**config.mk**
```make
export PLATFORM = sky130hd
export DESIGN_NAME = midi_track_note_duration_extractor_unit_flat
export DESIGN_NICKNAME = d
export VERILOG_FILES = /design/src/rtl/mtnde_pkg.sv /design/src/rtl/mtnde_if.sv /design/src/rtl/mtnde_front.sv /design/src/rtl/mtnde_back.sv /design/src/rtl/midi_track_note_duration_extractor_unit.sv /design/src/flat_wrapper.sv
export VERILOG_INCLUDE_DIRS = /design/src /design/src/rtl
export SDC_FILE = /design/constraint.sdc
export NUM_CORES = 2
export LEC_CHECK = 0
export ABC_AREA = 0
export BUFFER_PORTS_ARGS = -buffer_cell sky130_fd_sc_hd__buf_2
export CORE_MARGIN = 2
export CORE_UTILIZATION = 50
export DETAILED_ROUTE_END_ITERATION = 6
export GPL_TIMING_DRIVEN = 0
export PLACE_DENSITY = 0.66
export SLEW_MARGIN = 20
export SYNTH_ARGS = -nofsm -noshare
export SYNTH_HDL_FRONTEND = slang
export SYNTH_SLANG_ARGS = --single-unit
```
**constraint.sdc**
```tcl
create_clock -name clk -period 10.5 [get_ports clk]
set_clock_uncertainty 0.15 [all_clocks]
set_input_delay 2.1 -clock clk [delete_from_list [all_inputs] [get_ports clk]]
set_output_delay 2.1 -clock clk [all_outputs]
set_load 0.05 [all_outputs]
```
**src/rtl/midi_track_note_duration_extractor_unit_assert.svh**
```systemverilog
// Assertion macros for the note duration extractor
`ifndef MIDI_TRACK_NOTE_DURATION_EXTRACTOR_UNIT_ASSERT_SVH
`define MIDI_TRACK_NOTE_DURATION_EXTRACTOR_UNIT_ASSERT_SVH
`ifndef SYNTHESIS
`define MTN_ASSERT_IMP(label, clk, rst_n, ante, cons) \
    label: assert property (@(posedge clk) disable iff (!rst_n) (ante) |-> (cons)) \
        else $error("assertion failed");
`define MTN_ASSERT_NXT(label, clk, rst_n, ante, cons) \
    label: assert property (@(posedge clk) disable iff (!rst_n) (ante) |=> (cons)) \
        else $error("assertion failed");
`else
`define MTN_ASSERT_IMP(label, clk, rst_n, ante, cons)
`define MTN_ASSERT_NXT(label, clk, rst_n, ante, cons)
`endif
`endif

```
**src/rtl/mtnde_pkg.sv**
```systemverilog
package mtnde_pkg;
    localparam int ACTIVE_NOTES = 16;
    localparam int IDX_W = $clog2(ACTIVE_NOTES);
    localparam int CNT_W = $clog2(ACTIVE_NOTES + 1);

    localparam logic [1:0] KIND_DONE = 2'd0;
    localparam logic [1:0] KIND_END = 2'd1;
    localparam logic [1:0] KIND_UNMATCHED = 2'd2;
    localparam logic [1:0] KIND_FULL = 2'd3;

    localparam logic [1:0] CMD_ON = 2'd0;
    localparam logic [1:0] CMD_OFF = 2'd1;
    localparam logic [1:0] CMD_END = 2'd2;
    localparam logic [1:0] CMD_CLEAR = 2'd3;

    localparam logic [7:0] META_TEMPO = 8'h51;
    localparam logic [7:0] META_EOT = 8'h2F;
    localparam logic [23:0] TEMPO_RESET = 24'd500000;
    localparam logic [23:0] TICK_RESET = 24'd5208;
    localparam logic [14:0] TPQ_RESET = 15'd96;

    typedef struct packed {
        logic [1:0] cmd;
        logic [3:0] channel;
        logic [6:0] note;
        logic [31:0] time_now;
        logic [23:0] tempo;
        logic [14:0] tpq;
    } cmd_t;

    typedef struct packed {
        logic [1:0] result_kind;
        logic [6:0] note_number;
        logic [3:0] note_channel;
        logic [31:0] duration_ticks;
        logic [55:0] duration_us;
    } res_t;
endpackage

```
**src/rtl/mtnde_if.sv**
```systemverilog
interface mtnde_in_if;
    logic valid;
    logic ready;
    logic [7:0] track_byte;
    logic track_start;
    modport source (output valid, track_byte, track_start, input ready);
    modport sink (input valid, track_byte, track_start, output ready);
endinterface

interface mtnde_out_if;
    logic valid;
    logic ready;
    logic [1:0] result_kind;
    logic [6:0] note_number;
    logic [3:0] note_channel;
    logic [31:0] duration_ticks;
    logic [55:0] duration_us;
    modport source (output valid, result_kind, note_number, note_channel, duration_ticks,
        duration_us, input ready);
    modport sink (input valid, result_kind, note_number, note_channel, duration_ticks,
        duration_us, output ready);
endinterface

interface mtnde_cfg_if;
    logic valid;
    logic ready;
    logic [14:0] data;
    modport source (output valid, data, input ready);
    modport sink (input valid, data, output ready);
endinterface

```
**src/rtl/mtnde_front.sv**
```systemverilog
module mtnde_front (
    input logic clk,
    input logic rst_n,
    input logic in_valid,
    output logic in_ready,
    input logic [7:0] track_byte,
    input logic track_start,
    input logic [14:0] tpq,
    output logic cmd_valid,
    input logic cmd_ready,
    output mtnde_pkg::cmd_t cmd
);
    import mtnde_pkg::*;

    localparam logic [2:0] PH_DELTA = 3'd0;
    localparam logic [2:0] PH_STATUS = 3'd1;
    localparam logic [2:0] PH_DATA1 = 3'd2;
    localparam logic [2:0] PH_DATA2 = 3'd3;
    localparam logic [2:0] PH_MKIND = 3'd4;
    localparam logic [2:0] PH_MLEN = 3'd5;
    localparam logic [2:0] PH_MDATA = 3'd6;

    logic [2:0] phase_reg, phase_next;
    logic [31:0] delta_reg, delta_next;
    logic [31:0] time_reg, time_next;
    logic [7:0] status_reg, status_next;
    logic [7:0] first_reg, first_next;
    logic [7:0] mkind_reg, mkind_next;
    logic [31:0] mrem_reg, mrem_next;
    logic [1:0] midx_reg, midx_next;
    logic [23:0] tempo_reg, tempo_next;
    logic ended_reg, ended_next;
    logic emit;
    cmd_t c;
    logic accept;
    logic [31:0] d, t, mr;
    logic [2:0] ph;
    logic en;
    logic [3:0] hi;
    logic meta_end;

    assign in_ready = cmd_ready;
    assign accept = in_valid && in_ready;
    assign cmd_valid = accept && emit;
    assign cmd = c;

    always_comb
    begin
        phase_next = phase_reg;
        delta_next = delta_reg;
        time_next = time_reg;
        status_next = status_reg;
        first_next = first_reg;
        mkind_next = mkind_reg;
        mrem_next = mrem_reg;
        midx_next = midx_reg;
        tempo_next = tempo_reg;
        ended_next = ended_reg;
        emit = 1'b0;
        meta_end = 1'b0;
        c = '0;
        c.tpq = tpq;
        c.tempo = tempo_reg;
        c.channel = status_reg[3:0];
        c.note = first_reg[6:0];
        d = delta_reg;
        t = time_reg;
        ph = phase_reg;
        en = ended_reg;
        mr = mrem_reg;
        hi = status_reg[7:4];
        if (track_start)
        begin
            d = '0;
            t = '0;
            ph = PH_DELTA;
            en = 1'b0;
            emit = 1'b1;
            c.cmd = CMD_CLEAR;
        end
        delta_next = d;
        time_next = t;
        phase_next = ph;
        ended_next = en;
        if (!en)
        begin
            unique case (ph)
                PH_DELTA:
                begin
                    delta_next = {d[24:0], track_byte[6:0]};
                    if (!track_byte[7])
                    begin
                        time_next = t + {d[24:0], track_byte[6:0]};
                        delta_next = '0;
                        phase_next = PH_STATUS;
                    end
                end
                PH_STATUS:
                begin
                    status_next = track_byte;
                    if (track_byte == 8'hFF)
                        phase_next = PH_MKIND;
                    else if (track_byte[7] && track_byte[7:4] != 4'hF)
                        phase_next = PH_DATA1;
                    else
                        phase_next = PH_DELTA;
                end
                PH_DATA1:
                begin
                    first_next = track_byte;
                    phase_next = (hi == 4'hC || hi == 4'hD) ? PH_DELTA : PH_DATA2;
                end
                PH_DATA2:
                begin
                    phase_next = PH_DELTA;
                    if (hi == 4'h8 || hi == 4'h9)
                    begin
                        emit = 1'b1;
                        c.cmd = (hi == 4'h9 && track_byte != 8'h00) ? CMD_ON : CMD_OFF;
                        c.time_now = t;
                    end
                end
                PH_MKIND:
                begin
                    mkind_next = track_byte;
                    mrem_next = '0;
                    midx_next = '0;
                    delta_next = '0;
                    phase_next = PH_MLEN;
                end
                PH_MLEN:
                begin
                    mrem_next = {mr[24:0], track_byte[6:0]};
                    if (!track_byte[7])
                    begin
                        if ({mr[24:0], track_byte[6:0]} == '0)
                            meta_end = 1'b1;
                        else
                            phase_next = PH_MDATA;
                    end
                end
                PH_MDATA:
                begin
                    if (mkind_reg == META_TEMPO && midx_reg != 2'd3)
                    begin
                        unique case (midx_reg)
                            2'd0: delta_next = d | {8'd0, track_byte, 16'd0};
                            2'd1: delta_next = d | {16'd0, track_byte, 8'd0};
                            default: delta_next = d | {24'd0, track_byte};
                        endcase
                        midx_next = midx_reg + 2'd1;
                    end
                    mrem_next = mr - 32'd1;
                    if (mr == 32'd1)
                        meta_end = 1'b1;
                end
                default: phase_next = PH_DELTA;
            endcase
            if (meta_end)
            begin
                phase_next = PH_DELTA;
                if (mkind_reg == META_TEMPO)
                begin
                    tempo_next = delta_next[23:0];
                    emit = 1'b1;
                    c.cmd = CMD_CLEAR;
                    c.time_now = 32'd1;
                    c.tempo = delta_next[23:0];
                end
                delta_next = '0;
                if (mkind_reg == META_EOT)
                begin
                    ended_next = 1'b1;
                    emit = 1'b1;
                    c.cmd = CMD_END;
                end
            end
        end
        if (track_start)
            c.channel = 4'd0;
    end

    always_ff @(posedge clk or negedge rst_n)
    begin
        if (!rst_n)
        begin
            phase_reg <= PH_DELTA;
            delta_reg <= '0;
            time_reg <= '0;
            status_reg <= '0;
            first_reg <= '0;
            mkind_reg <= '0;
            mrem_reg <= '0;
            midx_reg <= '0;
            tempo_reg <= TEMPO_RESET;
            ended_reg <= 1'b0;
        end
        else if (accept)
        begin
            phase_reg <= phase_next;
            delta_reg <= delta_next;
            time_reg <= time_next;
            status_reg <= status_next;
            first_reg <= first_next;
            mkind_reg <= mkind_next;
            mrem_reg <= mrem_next;
            midx_reg <= midx_next;
            tempo_reg <= tempo_next;
            ended_reg <= ended_next;
        end
    end
endmodule

```
**src/rtl/mtnde_back.sv**
```systemverilog
module mtnde_back (
    input logic clk,
    input logic rst_n,
    input logic cmd_valid,
    output logic cmd_ready,
    input mtnde_pkg::cmd_t cmd,
    output logic res_valid,
    input logic res_ready,
    output mtnde_pkg::res_t res
);
    import mtnde_pkg::*;
    `include "midi_track_note_duration_extractor_unit_assert.svh"

    localparam logic [2:0] ST_IDLE = 3'd0;
    localparam logic [2:0] ST_SCAN = 3'd1;
    localparam logic [2:0] ST_SHIFT = 3'd2;
    localparam logic [2:0] ST_DIV = 3'd3;
    localparam logic [2:0] ST_MUL = 3'd4;
    localparam logic [2:0] ST_OUT = 3'd5;

    logic [2:0] st_reg;
    cmd_t c_reg;
    logic [3:0] ch_mem [ACTIVE_NOTES];
    logic [6:0] nt_mem [ACTIVE_NOTES];
    logic [31:0] tm_mem [ACTIVE_NOTES];
    logic [CNT_W-1:0] count_reg;
    logic [CNT_W-1:0] idx_reg;
    logic [23:0] tick_reg;
    logic [23:0] quo_reg;
    logic [23:0] rem_reg;
    logic [4:0] step_reg;
    logic [31:0] ticks_reg;
    logic [55:0] prod_reg;
    res_t out_reg;
    logic out_valid_reg;
    logic [14:0] divisor;
    logic [24:0] trial;
    logic [IDX_W-1:0] ia, ib;

    assign cmd_ready = (st_reg == ST_IDLE) && !out_valid_reg;
    assign res_valid = out_valid_reg;
    assign res = out_reg;
    assign divisor = (c_reg.tpq == '0) ? 15'd1 : c_reg.tpq;
    assign trial = {rem_reg, quo_reg[23]} - {10'd0, divisor};
    assign ia = idx_reg[IDX_W-1:0];
    assign ib = IDX_W'(idx_reg + CNT_W'(1));

    always_ff @(posedge clk)
    begin
        if (cmd_valid && cmd_ready && cmd.cmd == CMD_ON && count_reg != CNT_W'(ACTIVE_NOTES))
        begin
            ch_mem[count_reg[IDX_W-1:0]] <= cmd.channel;
            nt_mem[count_reg[IDX_W-1:0]] <= cmd.note;
            tm_mem[count_reg[IDX_W-1:0]] <= cmd.time_now;
        end
        else if (st_reg == ST_SHIFT && idx_reg + CNT_W'(1) < count_reg)
        begin
            ch_mem[ia] <= ch_mem[ib];
            nt_mem[ia] <= nt_mem[ib];
            tm_mem[ia] <= tm_mem[ib];
        end
    end

    always_ff @(posedge clk or negedge rst_n)
    begin
        if (!rst_n)
        begin
            st_reg <= ST_IDLE;
            count_reg <= '0;
            idx_reg <= '0;
            tick_reg <= TICK_RESET;
            out_valid_reg <= 1'b0;
            c_reg <= '0;
            quo_reg <= '0;
            rem_reg <= '0;
            step_reg <= '0;
            ticks_reg <= '0;
            prod_reg <= '0;
            out_reg <= '0;
        end
        else
        begin
            if (out_valid_reg && res_ready)
                out_valid_reg <= 1'b0;
            unique case (st_reg)
                ST_IDLE:
                begin
                    if (cmd_valid && cmd_ready)
                    begin
                        c_reg <= cmd;
                        unique case (cmd.cmd)
                            CMD_ON:
                            begin
                                if (count_reg == CNT_W'(ACTIVE_NOTES))
                                begin
                                    out_reg <= '{KIND_FULL, cmd.note, cmd.channel, 32'd0, 56'd0};
                                    out_valid_reg <= 1'b1;
                                end
                                else
                                    count_reg <= count_reg + CNT_W'(1);
                            end
                            CMD_OFF:
                            begin
                                idx_reg <= '0;
                                st_reg <= ST_SCAN;
                            end
                            CMD_END:
                            begin
                                out_reg <= '{KIND_END, 7'd0, 4'd0, 32'd0, 56'd0};
                                out_valid_reg <= 1'b1;
                            end
                            default:
                            begin
                                if (cmd.time_now == 32'd0)
                                    count_reg <= '0;
                                quo_reg <= cmd.tempo;
                                rem_reg <= '0;
                                step_reg <= '0;
                                st_reg <= ST_DIV;
                            end
                        endcase
                    end
                end
                ST_SCAN:
                begin
                    if (idx_reg >= count_reg)
                    begin
                        out_reg <= '{KIND_UNMATCHED, c_reg.note, c_reg.channel, 32'd0, 56'd0};
                        out_valid_reg <= 1'b1;
                        st_reg <= ST_IDLE;
                    end
                    else if (ch_mem[ia] == c_reg.channel && nt_mem[ia] == c_reg.note)
                    begin
                        ticks_reg <= c_reg.time_now - tm_mem[ia];
                        st_reg <= ST_SHIFT;
                    end
                    else
                        idx_reg <= idx_reg + CNT_W'(1);
                end
                ST_SHIFT:
                begin
                    if (idx_reg + CNT_W'(1) < count_reg)
                        idx_reg <= idx_reg + CNT_W'(1);
                    else
                    begin
                        count_reg <= count_reg - CNT_W'(1);
                        st_reg <= ST_MUL;
                    end
                end
                ST_DIV:
                begin
                    if (!trial[24])
                    begin
                        rem_reg <= trial[23:0];
                        quo_reg <= {quo_reg[22:0], 1'b1};
                    end
                    else
                    begin
                        rem_reg <= {rem_reg[22:0], quo_reg[23]};
                        quo_reg <= {quo_reg[22:0], 1'b0};
                    end
                    step_reg <= step_reg + 5'd1;
                    if (step_reg == 5'd23)
                    begin
                        tick_reg <= !trial[24] ? {quo_reg[22:0], 1'b1} : {quo_reg[22:0], 1'b0};
                        st_reg <= ST_IDLE;
                    end
                end
                ST_MUL:
                begin
                    prod_reg <= {24'd0, ticks_reg} * {32'd0, tick_reg};
                    st_reg <= ST_OUT;
                end
                default:
                begin
                    out_reg <= '{KIND_DONE, c_reg.note, c_reg.channel, ticks_reg, prod_reg};
                    out_valid_reg <= 1'b1;
                    st_reg <= ST_IDLE;
                end
            endcase
        end
    end

    `MTN_ASSERT_IMP(a_count_max, clk, rst_n, 1'b1, count_reg <= CNT_W'(ACTIVE_NOTES))
    `MTN_ASSERT_IMP(a_busy_not_ready, clk, rst_n, st_reg != ST_IDLE, !cmd_ready)
    `MTN_ASSERT_NXT(a_div_done, clk, rst_n, st_reg == ST_DIV && step_reg == 5'd23,
        st_reg == ST_IDLE)
endmodule

```
**src/rtl/midi_track_note_duration_extractor_unit.sv**
```systemverilog
// MIDI track note duration extractor.
// in: one track byte per item with track_start on the first byte of a track.
// cfg: ticks_per_quarter write; takes effect at the next tick length update
// (track start or set-tempo).
// out: one result item per finished note, end of track, unmatched note-off
// or dropped note-on.
// A front parser takes one byte per cycle while the command queue is empty and
// hands note, tempo and track commands through that one-entry queue to a back
// engine that scans the 16-entry note table, divides tempo by ticks_per_quarter
// and multiplies the duration. A note-off result follows a table scan,
// compaction and one multiply; end of track and dropped note-on results are
// registered straight from the command. A track start or set-tempo end keeps
// the back engine busy for the serial divider.
// Reset clears the note table, track time and parser; tempo returns to
// 500000 and the tick length to 5208.
// A stalled receiver holds the result register and the back engine; one more
// command waits in the queue, after which the input stalls on every byte.
module midi_track_note_duration_extractor_unit (
    input logic clk,
    input logic rst_n,
    mtnde_in_if.sink in_ch,
    mtnde_out_if.source out_ch,
    mtnde_cfg_if.sink cfg
);
    import mtnde_pkg::*;

    logic [14:0] tpq_reg;
    logic cmd_valid, cmd_ready, q_valid_reg, back_ready;
    cmd_t cmd, q_reg;
    res_t res;

    assign cfg.ready = 1'b1;

    always_ff @(posedge clk or negedge rst_n)
    begin
        if (!rst_n)
            tpq_reg <= TPQ_RESET;
        else if (cfg.valid)
            tpq_reg <= cfg.data;
    end

    assign cmd_ready = !q_valid_reg;

    always_ff @(posedge clk or negedge rst_n)
    begin
        if (!rst_n)
        begin
            q_valid_reg <= 1'b0;
            q_reg <= '0;
        end
        else if (q_valid_reg)
        begin
            if (back_ready)
                q_valid_reg <= 1'b0;
        end
        else if (cmd_valid)
        begin
            q_valid_reg <= 1'b1;
            q_reg <= cmd;
        end
    end

    mtnde_front u_front (
        .clk(clk),
        .rst_n(rst_n),
        .in_valid(in_ch.valid),
        .in_ready(in_ch.ready),
        .track_byte(in_ch.track_byte),
        .track_start(in_ch.track_start),
        .tpq(tpq_reg),
        .cmd_valid(cmd_valid),
        .cmd_ready(cmd_ready),
        .cmd(cmd)
    );

    mtnde_back u_back (
        .clk(clk),
        .rst_n(rst_n),
        .cmd_valid(q_valid_reg),
        .cmd_ready(back_ready),
        .cmd(q_reg),
        .res_valid(out_ch.valid),
        .res_ready(out_ch.ready),
        .res(res)
    );

    assign out_ch.result_kind = res.result_kind;
    assign out_ch.note_number = res.note_number;
    assign out_ch.note_channel = res.note_channel;
    assign out_ch.duration_ticks = res.duration_ticks;
    assign out_ch.duration_us = res.duration_us;
endmodule
```
**src/flat_wrapper.sv**
```systemverilog
// flat-port wrapper written by rule: the top's interface ports become plain ports
module midi_track_note_duration_extractor_unit_flat import mtnde_pkg::*;
  (clk, rst_n, in_ch_valid, in_ch_track_byte, in_ch_track_start, in_ch_ready, out_ch_valid, out_ch_result_kind, out_ch_note_number, out_ch_note_channel, out_ch_duration_ticks, out_ch_duration_us, out_ch_ready, cfg_valid, cfg_data, cfg_ready);
  mtnde_in_if in_ch_i ();
  mtnde_out_if out_ch_i ();
  mtnde_cfg_if cfg_i ();
  input logic clk;
  input logic rst_n;
  input wire logic [$bits(in_ch_i.valid)-1:0] in_ch_valid;
  input wire logic [$bits(in_ch_i.track_byte)-1:0] in_ch_track_byte;
  input wire logic [$bits(in_ch_i.track_start)-1:0] in_ch_track_start;
  output wire logic [$bits(in_ch_i.ready)-1:0] in_ch_ready;
  output wire logic [$bits(out_ch_i.valid)-1:0] out_ch_valid;
  output wire logic [$bits(out_ch_i.result_kind)-1:0] out_ch_result_kind;
  output wire logic [$bits(out_ch_i.note_number)-1:0] out_ch_note_number;
  output wire logic [$bits(out_ch_i.note_channel)-1:0] out_ch_note_channel;
  output wire logic [$bits(out_ch_i.duration_ticks)-1:0] out_ch_duration_ticks;
  output wire logic [$bits(out_ch_i.duration_us)-1:0] out_ch_duration_us;
  input wire logic [$bits(out_ch_i.ready)-1:0] out_ch_ready;
  input wire logic [$bits(cfg_i.valid)-1:0] cfg_valid;
  input wire logic [$bits(cfg_i.data)-1:0] cfg_data;
  output wire logic [$bits(cfg_i.ready)-1:0] cfg_ready;
  assign in_ch_i.valid = in_ch_valid;
  assign in_ch_i.track_byte = in_ch_track_byte;
  assign in_ch_i.track_start = in_ch_track_start;
  assign in_ch_ready = in_ch_i.ready;
  assign out_ch_valid = out_ch_i.valid;
  assign out_ch_result_kind = out_ch_i.result_kind;
  assign out_ch_note_number = out_ch_i.note_number;
  assign out_ch_note_channel = out_ch_i.note_channel;
  assign out_ch_duration_ticks = out_ch_i.duration_ticks;
  assign out_ch_duration_us = out_ch_i.duration_us;
  assign out_ch_i.ready = out_ch_ready;
  assign cfg_i.valid = cfg_valid;
  assign cfg_i.data = cfg_data;
  assign cfg_ready = cfg_i.ready;
  midi_track_note_duration_extractor_unit u_core (.clk(clk), .rst_n(rst_n), .in_ch(in_ch_i), .out_ch(out_ch_i), .cfg(cfg_i));
endmodule
```
Word-level counts from Yosys, hierarchy flattened
Memory sizes are Yosys's and may differ from the RTL's.
Cells that the tools add are included.
{"block": "totals", "regBits": 587, "ramBits": 688, "in_bits": 29, "out_inout_bits": 104, "elab_cells": 268, "n_memories": 3}
{"block": "op_classes", "add_sub_neg": 9, "n_mul": 1, "order_cmp": 2, "n_eq_ne": 45, "n_mux": 113, "n_bitwise": 7, "reduce_logical": 51}
{"memory": "u_core.u_back.tm_mem", "words": 16, "word_bits": 32, "read_ports": 2, "rd_clocked_by_memory_dff": 0, "wr": 1, "line": "mtnde_back.sv:25", "text": "logic [31:0] tm_mem [ACTIVE_NOTES];"}
{"memory": "u_core.u_back.nt_mem", "words": 16, "word_bits": 7, "read_ports": 2, "rd_clocked_by_memory_dff": 0, "wr": 1, "line": "mtnde_back.sv:24", "text": "logic [6:0] nt_mem [ACTIVE_NOTES];"}
{"memory": "u_core.u_back.ch_mem", "words": 16, "word_bits": 4, "read_ports": 2, "rd_clocked_by_memory_dff": 0, "wr": 1, "line": "mtnde_back.sv:23", "text": "logic [3:0] ch_mem [ACTIVE_NOTES];"}
{"cell": "$mux 32", "n": 12}
{"cell": "$mux 101", "n": 3}
{"cell": "$pmux 101 s3", "n": 1}
{"cell": "$pmux 101 s2", "n": 1}
{"cell": "$pmux 32 s3", "n": 2}
{"cell": "$mux 56", "n": 3}
{"cell": "$mux 24", "n": 5}
{"cell": "$pmux 24 s2", "n": 2}
{"cell": "$logic_not 32->1", "n": 2}
{"cell": "$pmux 32 s2", "n": 1}
{"cell": "$mul 32x24->56", "n": 1}
{"cell": "$mux 5", "n": 11}
{"cell": "$mux 3", "n": 12}
{"cell": "$add 32x32->32", "n": 1}
{"cell": "$eq 32x1->1 const B", "n": 1}
{"cell": "$mux 1", "n": 32}
{"cell": "$or 32x16->32", "n": 1}
{"cell": "$or 32x24->32", "n": 1}
{"cell": "$or 32x8->32", "n": 1}
{"cell": "$reduce_or 32->1", "n": 1}
{"cell": "$sub 32x1->32 const B", "n": 1}
{"cell": "$sub 32x32->32", "n": 1}
{"cell": "$pmux 5 s2", "n": 3}
{"cell": "$sub 25x15->25", "n": 1}
{"cell": "other kinds (54)", "n": 128}

Depth between registers and ports, before layout
{"block": "logic_depth", "word_depth": 11, "depth_mapped": 27, "depth_no_buf": 25}

Cells and area by module
From an unflattened synthesis, not the netlist that was laid out.
{"block": "hier_totals", "hier_cells": 7706, "hier_area_um2": 87926.8}
{"module": "mtnde_back", "instances": 1, "cells_per_inst": 6103, "area_per_inst_um2": 73279.0, "seq_area_each_um2": 29124.2}
{"module": "mtnde_front", "instances": 1, "cells_per_inst": 1388, "area_per_inst_um2": 10655.2, "seq_area_each_um2": 3562.2}
{"module": "midi_track_note_duration_extractor_unit", "instances": 1, "cells_per_inst": 215, "area_per_inst_um2": 3992.6, "seq_area_each_um2": 2504.9}

Least setup slack after synthesis
Ideal clock, no wire load.
{"block": "synth_timing", "kind": "register -> register", "startpoint": "register u_core.u_back.tick_reg[3]", "endpoint": "register u_core.u_back.prod_reg[55]", "setup_ns": 0.126, "arrival_ns": 6.958, "t_required_ns": 10.224, "setup_slack_ns": 3.266, "stages_incl_launch_ff": 26, "n_path_buf": 1, "synth_period_minus_slack_ns": 7.234, "path_cell_list": "dfstp_2 > clkbuf_1 > nand2_1 > fa_1 > inv_1 > fa_1 > inv_1 > fa_1 > fa_1 > fa_1 > inv_1 > fa_1 > inv_1 > fa_1 > inv_1 > ha_1 > a21o_1 > a31oi_1 > a2bb2oi_1 > o211ai_1 > and3_1 > nor3_1 > o211a_1 > nor3_1 > o2111a_1 > a221o_1"}
{"block": "synth_via", "elab_chain_len": 1}
{"item": "start, declared", "line": "mtnde_back.sv:28", "text": "logic [23:0] tick_reg;"}
{"item": "start signal, assigned", "line": "mtnde_back.sv:165", "text": "tick_reg <= !trial[24] ? {quo_reg[22:0], 1'b1} : {quo_reg[22:0], 1'b0};"}
{"item": "$mul 32x24->56", "line": "mtnde_back.sv:171", "text": "prod_reg <= {24'd0, ticks_reg} * {32'd0, tick_reg};"}
{"item": "end signal, assigned", "line": "mtnde_back.sv:171"}
{"item": "end, declared", "line": "mtnde_back.sv:33", "text": "logic [55:0] prod_reg;"}
No other way between the ends.
A chain may end at the register's enable or synchronous reset.

Worst setup path in the final report
{"block": "layout_timing", "startpoint": "register u_core.u_back.ticks_reg[17]", "endpoint": "register u_core.u_back.prod_reg[52]"}
{"block": "layout_via", "elab_chain_len": 1}
{"item": "start, declared", "line": "mtnde_back.sv:32", "text": "logic [31:0] ticks_reg;"}
{"item": "start signal, assigned", "line": "mtnde_back.sv:134", "text": "ticks_reg <= c_reg.time_now - tm_mem[ia];"}
{"item": "$mul 32x24->56", "line": "mtnde_back.sv:171"}
No other way between the ends.

==> impl.org <==
** Yosys
- When the netlist entered floorplanning its net count stood at 8180.
- Area share of the leading cell type in the synthesized netlist :: 0.2428
- In this run, synthesis produced a sequential element count of 1268.
- Part of the Yosys area used for sequential elements :: 0.4136
- Average footprint of a synthesized cell :: 11.81 sq um
- Cell count after synthesis :: 7207
- In the synthesized netlist the async set-or-reset flop fraction comes to 0.4574.
- Count of flip-flops with a built-in enable after synthesis :: 688
- Mapped cell area :: 0.08509 sq mm
- The synthesized design spends more area on one cell type than any other, namely sky130_fd_sc_hd__edfxtp_1.
- The most used flip-flop cell after synthesis is sky130_fd_sc_hd__edfxtp_1.
- The netlist uses 87 different library cells.
- By area the synthesized netlist is led by sky130_fd_sc_hd__edfxtp_1, sky130_fd_sc_hd__dfrtp_1, sky130_fd_sc_hd__fa_1.
- The Yosys step of the flow raised 0 warnings.

** Finish
- Across the whole layout, storage elements account for 0.03519 sq mm.
- Register with the most flip-flops :: u_core.u_back.tm_mem
- Final #Nets :: 8503
- Max reg flops :: 512
- Total area of multi-input combinational cells :: 0.04522 sq mm
- Excluding fillers, the count of instances in the completed layout stands at 9865.
- Proportion of layout cells with a drive suffix above 1 :: 0.1424
- Count of fill cells added during filler insertion :: 14190
- Compared with the post-synthesis result, the final layout area differs by 11.13%.

** Setup path
- The setup path with the least slack is of type reg -> reg.
- The worst setup path is captured at a flop.
- Slowest CP cell :: sky130_fd_sc_hd__clkbuf_1
- Data required time of the worst path :: 10.99 ns
- Arrival time at the worst endpoint :: 9.99 ns
- STA classifies the critical path startpoint as a flop.
- Crit path buffers/inverters :: 7
- Along the worst path, the maximum fanout reaches 10.
- Worst path most repeated cell :: sky130_fd_sc_hd__fa_1
- Critical Path Max Stage Delay :: 0.89 ns
- Among cell families on the critical path, the largest total delay comes from adder cells.

** Routing
- Number of iterations in the first detailed-routing pass :: 7
- The highest metal layer carrying signal wires in the routed design is met5.
- DRC violation total after the first TritonRoute iteration :: 7066
- Average wire length per cell after detail routing :: 28.31 um
- The routed design uses 26.93 mm of met3 wire.
- Once detail routing completed, the nets flagged for antenna violations numbered 0.
- The routed design uses 130.8 mm of met2 wire.
- Aggregate routed wire length :: 279.2 mm
- DR vias :: 61440
- After detailed routing, the number of remaining DRC violations is 0.
- In the routed layout, each cell is associated on average with a via count of 6.228.
- After detailed routing, the wire length on met1 is 100.9 mm.

** Placed design
- Routability-driven placement finished with a final weighted congestion of 1.029.
- The number of placed instances, taps included, is 9604.
- After legalization and detailed placement, the total HPWL measured 207.6 mm.
- Port bufs :: 129

** Timing
- The final max-slew violation count was 0.
- Setup violations remaining at the end of the flow were counted as 0.
- For this run, the top clock speed supported by timing is 105.2 MHz.
- Setup repair after global routing left no endpoint under its margin.
- Relative slew slack :: 0.1686
- Hold timing on the final database bottoms out at a slack of 0.3014 ns.
- Worst slew pin tran :: 1.247 ns
- Setup Total Neg Slack :: 0 ns
- Period utilisation layout :: 0.9054
- Final hold viol count :: 0
- The routed design could run at a clock period as short as 9.507 ns.

** Clocking
- Hold_buf cts :: 0
- Number of H-tree levels :: 4
- Clk_lat worst skew :: 0.80 ns
- TritonCTS clock tree :: done
- CTS saw 1268 sinks.
- Number of resized instances in the post-cts repair step :: 0
- Setup fix buffers added after clock tree synthesis :: 0
- Clock slew at reported path FFs :: 0.06 ns
- Maximum root-to-sink buffer count :: 3
- TritonCTS Buffers :: 141
- Clock root buffer :: sky130_fd_sc_hd__clkbuf_16

** Pwr
- Leak Pwr :: 40.26 nW
- Power spread over the standard cell area amounts to 208.9 mW/mm^2.
- IR analysis of the VDD net gives a maximum drop of 183.9 uV.

** Floorplan
- In this run the horizontal extent of the chip is 416.5 um.
- Core area :: 0.1693 sq mm
- Initial core utilization :: 0.5027
- Die height :: 416.5 um
- Number of cell rows :: 151
- The die covers 0.1735 sq mm.
- 133 I/O pins were placed.

** Run status
- The flow ran to the end, and the final reports show no timing, DRC or antenna violations.

** GRT
- Grt ovf :: 0
- The via count of the first global-routing pass is 62450.
- Largest net degree at the start of global routing :: 96
- Wire length of the first global-routing pass :: 411.6 mm
- The initial antenna violation count came to 17.
- For this run, the total global-route usage over all layers was measured as 0.3250.

** Flow run
- Max Cap Violations :: 0

** Hold path
- The worst hold path belongs to the class reg -> reg.
## tightest hold or removal path: cells and delay by family (launching register included)
family / cells / cell delay (ns)
flip-flops: 1 / 0.35
AND/OR/NAND/NOR: 2 / 0.12
## logic make-up (layout without fill, tap and decap cells)
family / count (synthesis) / count (layout) / synth area share
DFF: 1268 / 1268 / 0.4136
muxes: 601 / 601 / 0.1360
AOI/OAI and AO/OA: 985 / 985 / 0.07211
buffers and inverters: 1270 / 1704 / 0.05705
xor gates and xnor gates: 126 / 126 / 0.01297
other: 1 / 7 / 0.00004407
adders and majority gates: 944 / 944 / 0.1971
and+or+nand+nor: 2012 / 2012 / 0.1112
## cells in the final DEF (no fill, tap or decap), drive strengths merged, types with 15 or more instances in the layout
master,synthesis,routed
or3,16,16
dfrtp,566,566
inv,846,854
fa,661,661
clkinv,1,41
nand3,148,148
a31oi,29,29
xor2,56,56
buf,52,229
ha,283,283
a211oi,22,22
o21ai,367,367
a22o,36,36
nor4,27,27
nand2b,30,30
o21a,18,18
and3,25,25
nor3,57,57
nor2b,73,73
mux4,424,424
clkbuf,371,568
and2,395,395
a22oi,54,54
nor2,186,186
o311ai,15,15
xnor2,70,70
nand4,23,23
nand2,991,991
a21o,68,68
mux2,166,166
o31ai,40,40
a21oi,212,212
edfxtp,688,688
## cell usage after synthesis, types with 11 or more instances
cell / instances
sky130_fd_sc_hd__a211oi_1: 22
sky130_fd_sc_hd__a21o_1: 68
sky130_fd_sc_hd__a21oi_1: 212
sky130_fd_sc_hd__a222oi_1: 14
sky130_fd_sc_hd__a22o_1: 36
sky130_fd_sc_hd__a22oi_1: 54
sky130_fd_sc_hd__a31oi_1: 29
sky130_fd_sc_hd__and2_1: 395
sky130_fd_sc_hd__and3_1: 25
sky130_fd_sc_hd__buf_1: 30
sky130_fd_sc_hd__buf_2: 14
sky130_fd_sc_hd__clkbuf_1: 371
sky130_fd_sc_hd__dfrtp_1: 566
sky130_fd_sc_hd__dfstp_2: 14
sky130_fd_sc_hd__edfxtp_1: 688
sky130_fd_sc_hd__fa_1: 661
sky130_fd_sc_hd__ha_1: 283
sky130_fd_sc_hd__inv_1: 845
sky130_fd_sc_hd__mux2_2: 161
sky130_fd_sc_hd__mux2i_1: 11
sky130_fd_sc_hd__mux4_2: 418
sky130_fd_sc_hd__nand2_1: 991
sky130_fd_sc_hd__nand2b_1: 30
sky130_fd_sc_hd__nand3_1: 148
sky130_fd_sc_hd__nand4_1: 23
sky130_fd_sc_hd__nor2_1: 186
sky130_fd_sc_hd__nor2b_1: 73
sky130_fd_sc_hd__nor3_1: 56
sky130_fd_sc_hd__nor4_1: 27
sky130_fd_sc_hd__o211ai_1: 14
sky130_fd_sc_hd__o21a_1: 18
sky130_fd_sc_hd__o21ai_0: 355
sky130_fd_sc_hd__o21ai_1: 12
sky130_fd_sc_hd__o21bai_1: 11
sky130_fd_sc_hd__o311ai_0: 15
sky130_fd_sc_hd__o31ai_1: 39
sky130_fd_sc_hd__or3_1: 16
sky130_fd_sc_hd__xnor2_1: 70
sky130_fd_sc_hd__xor2_1: 56
## metrics by stage
stage / util / setup slack [ns] / power, mW / instance area (sq um)
after floorplan: - / 3.266 / 11.74 / 85090
after global placement: 0.5229 / -5.368 / 14.36 / 88510
after detailed placement: 0.5309 / 1.227 / 14.62 / 89870
after CTS: 0.5583 / 1.197 / 19.65 / 94510
after global routing: 0.5585 / 0.7344 / 20.47 / 94550
final: 0.5586 / 0.9932 / 19.76 / 94570
## layout make-up
class | instances | share of cell area
plain buffers | 423 | 0.01821
well taps | 2218 | 0.02935
repair buffers | 180 | 0.01922
multi-input cells | 4669 | 0.4782
diodes | 6 | 0.0001588
clock inverters | 60 | 0.007251
flip-flops and latches | 1268 | 0.3721
inverters | 847 | 0.03362
clock buffers | 194 | 0.04182
## path summary, 6_finish.rpt
check | start | slack [ns] | to | cells past startpoint
max | u_core.u_back.ticks_reg[17] | 0.99 | u_core.u_back.prod_reg[52] | 26
min | u_core.q_reg[31] | 0.30 | u_core.u_back.quo_reg[16] | 2
max reg2reg | u_core.u_back.ticks_reg[17] | 0.99 | u_core.u_back.prod_reg[52] | 26
min reg2reg | u_core.q_reg[31] | 0.30 | u_core.u_back.quo_reg[16] | 2
max in group asynchronous | rst_n | 7.19 | u_core.u_front.mr[20] | 5
min in group asynchronous | rst_n | 1.03 | u_core.u_back.res[25] | 1
## metal layers
layer,global-route usage,up-vias
met1,0.4074,31630
met3,0.07126,796
met5,0,-
met4,0.2010,16
met2,0.5168,3445
li1,-,25550
## power by group
part           switching (mW)  internal, mW
clock                    2.13          2.90
sequential              0.455          6.27
combinational            5.01          2.99
total                    7.60          12.2
(Power assumes the default switching activity.)
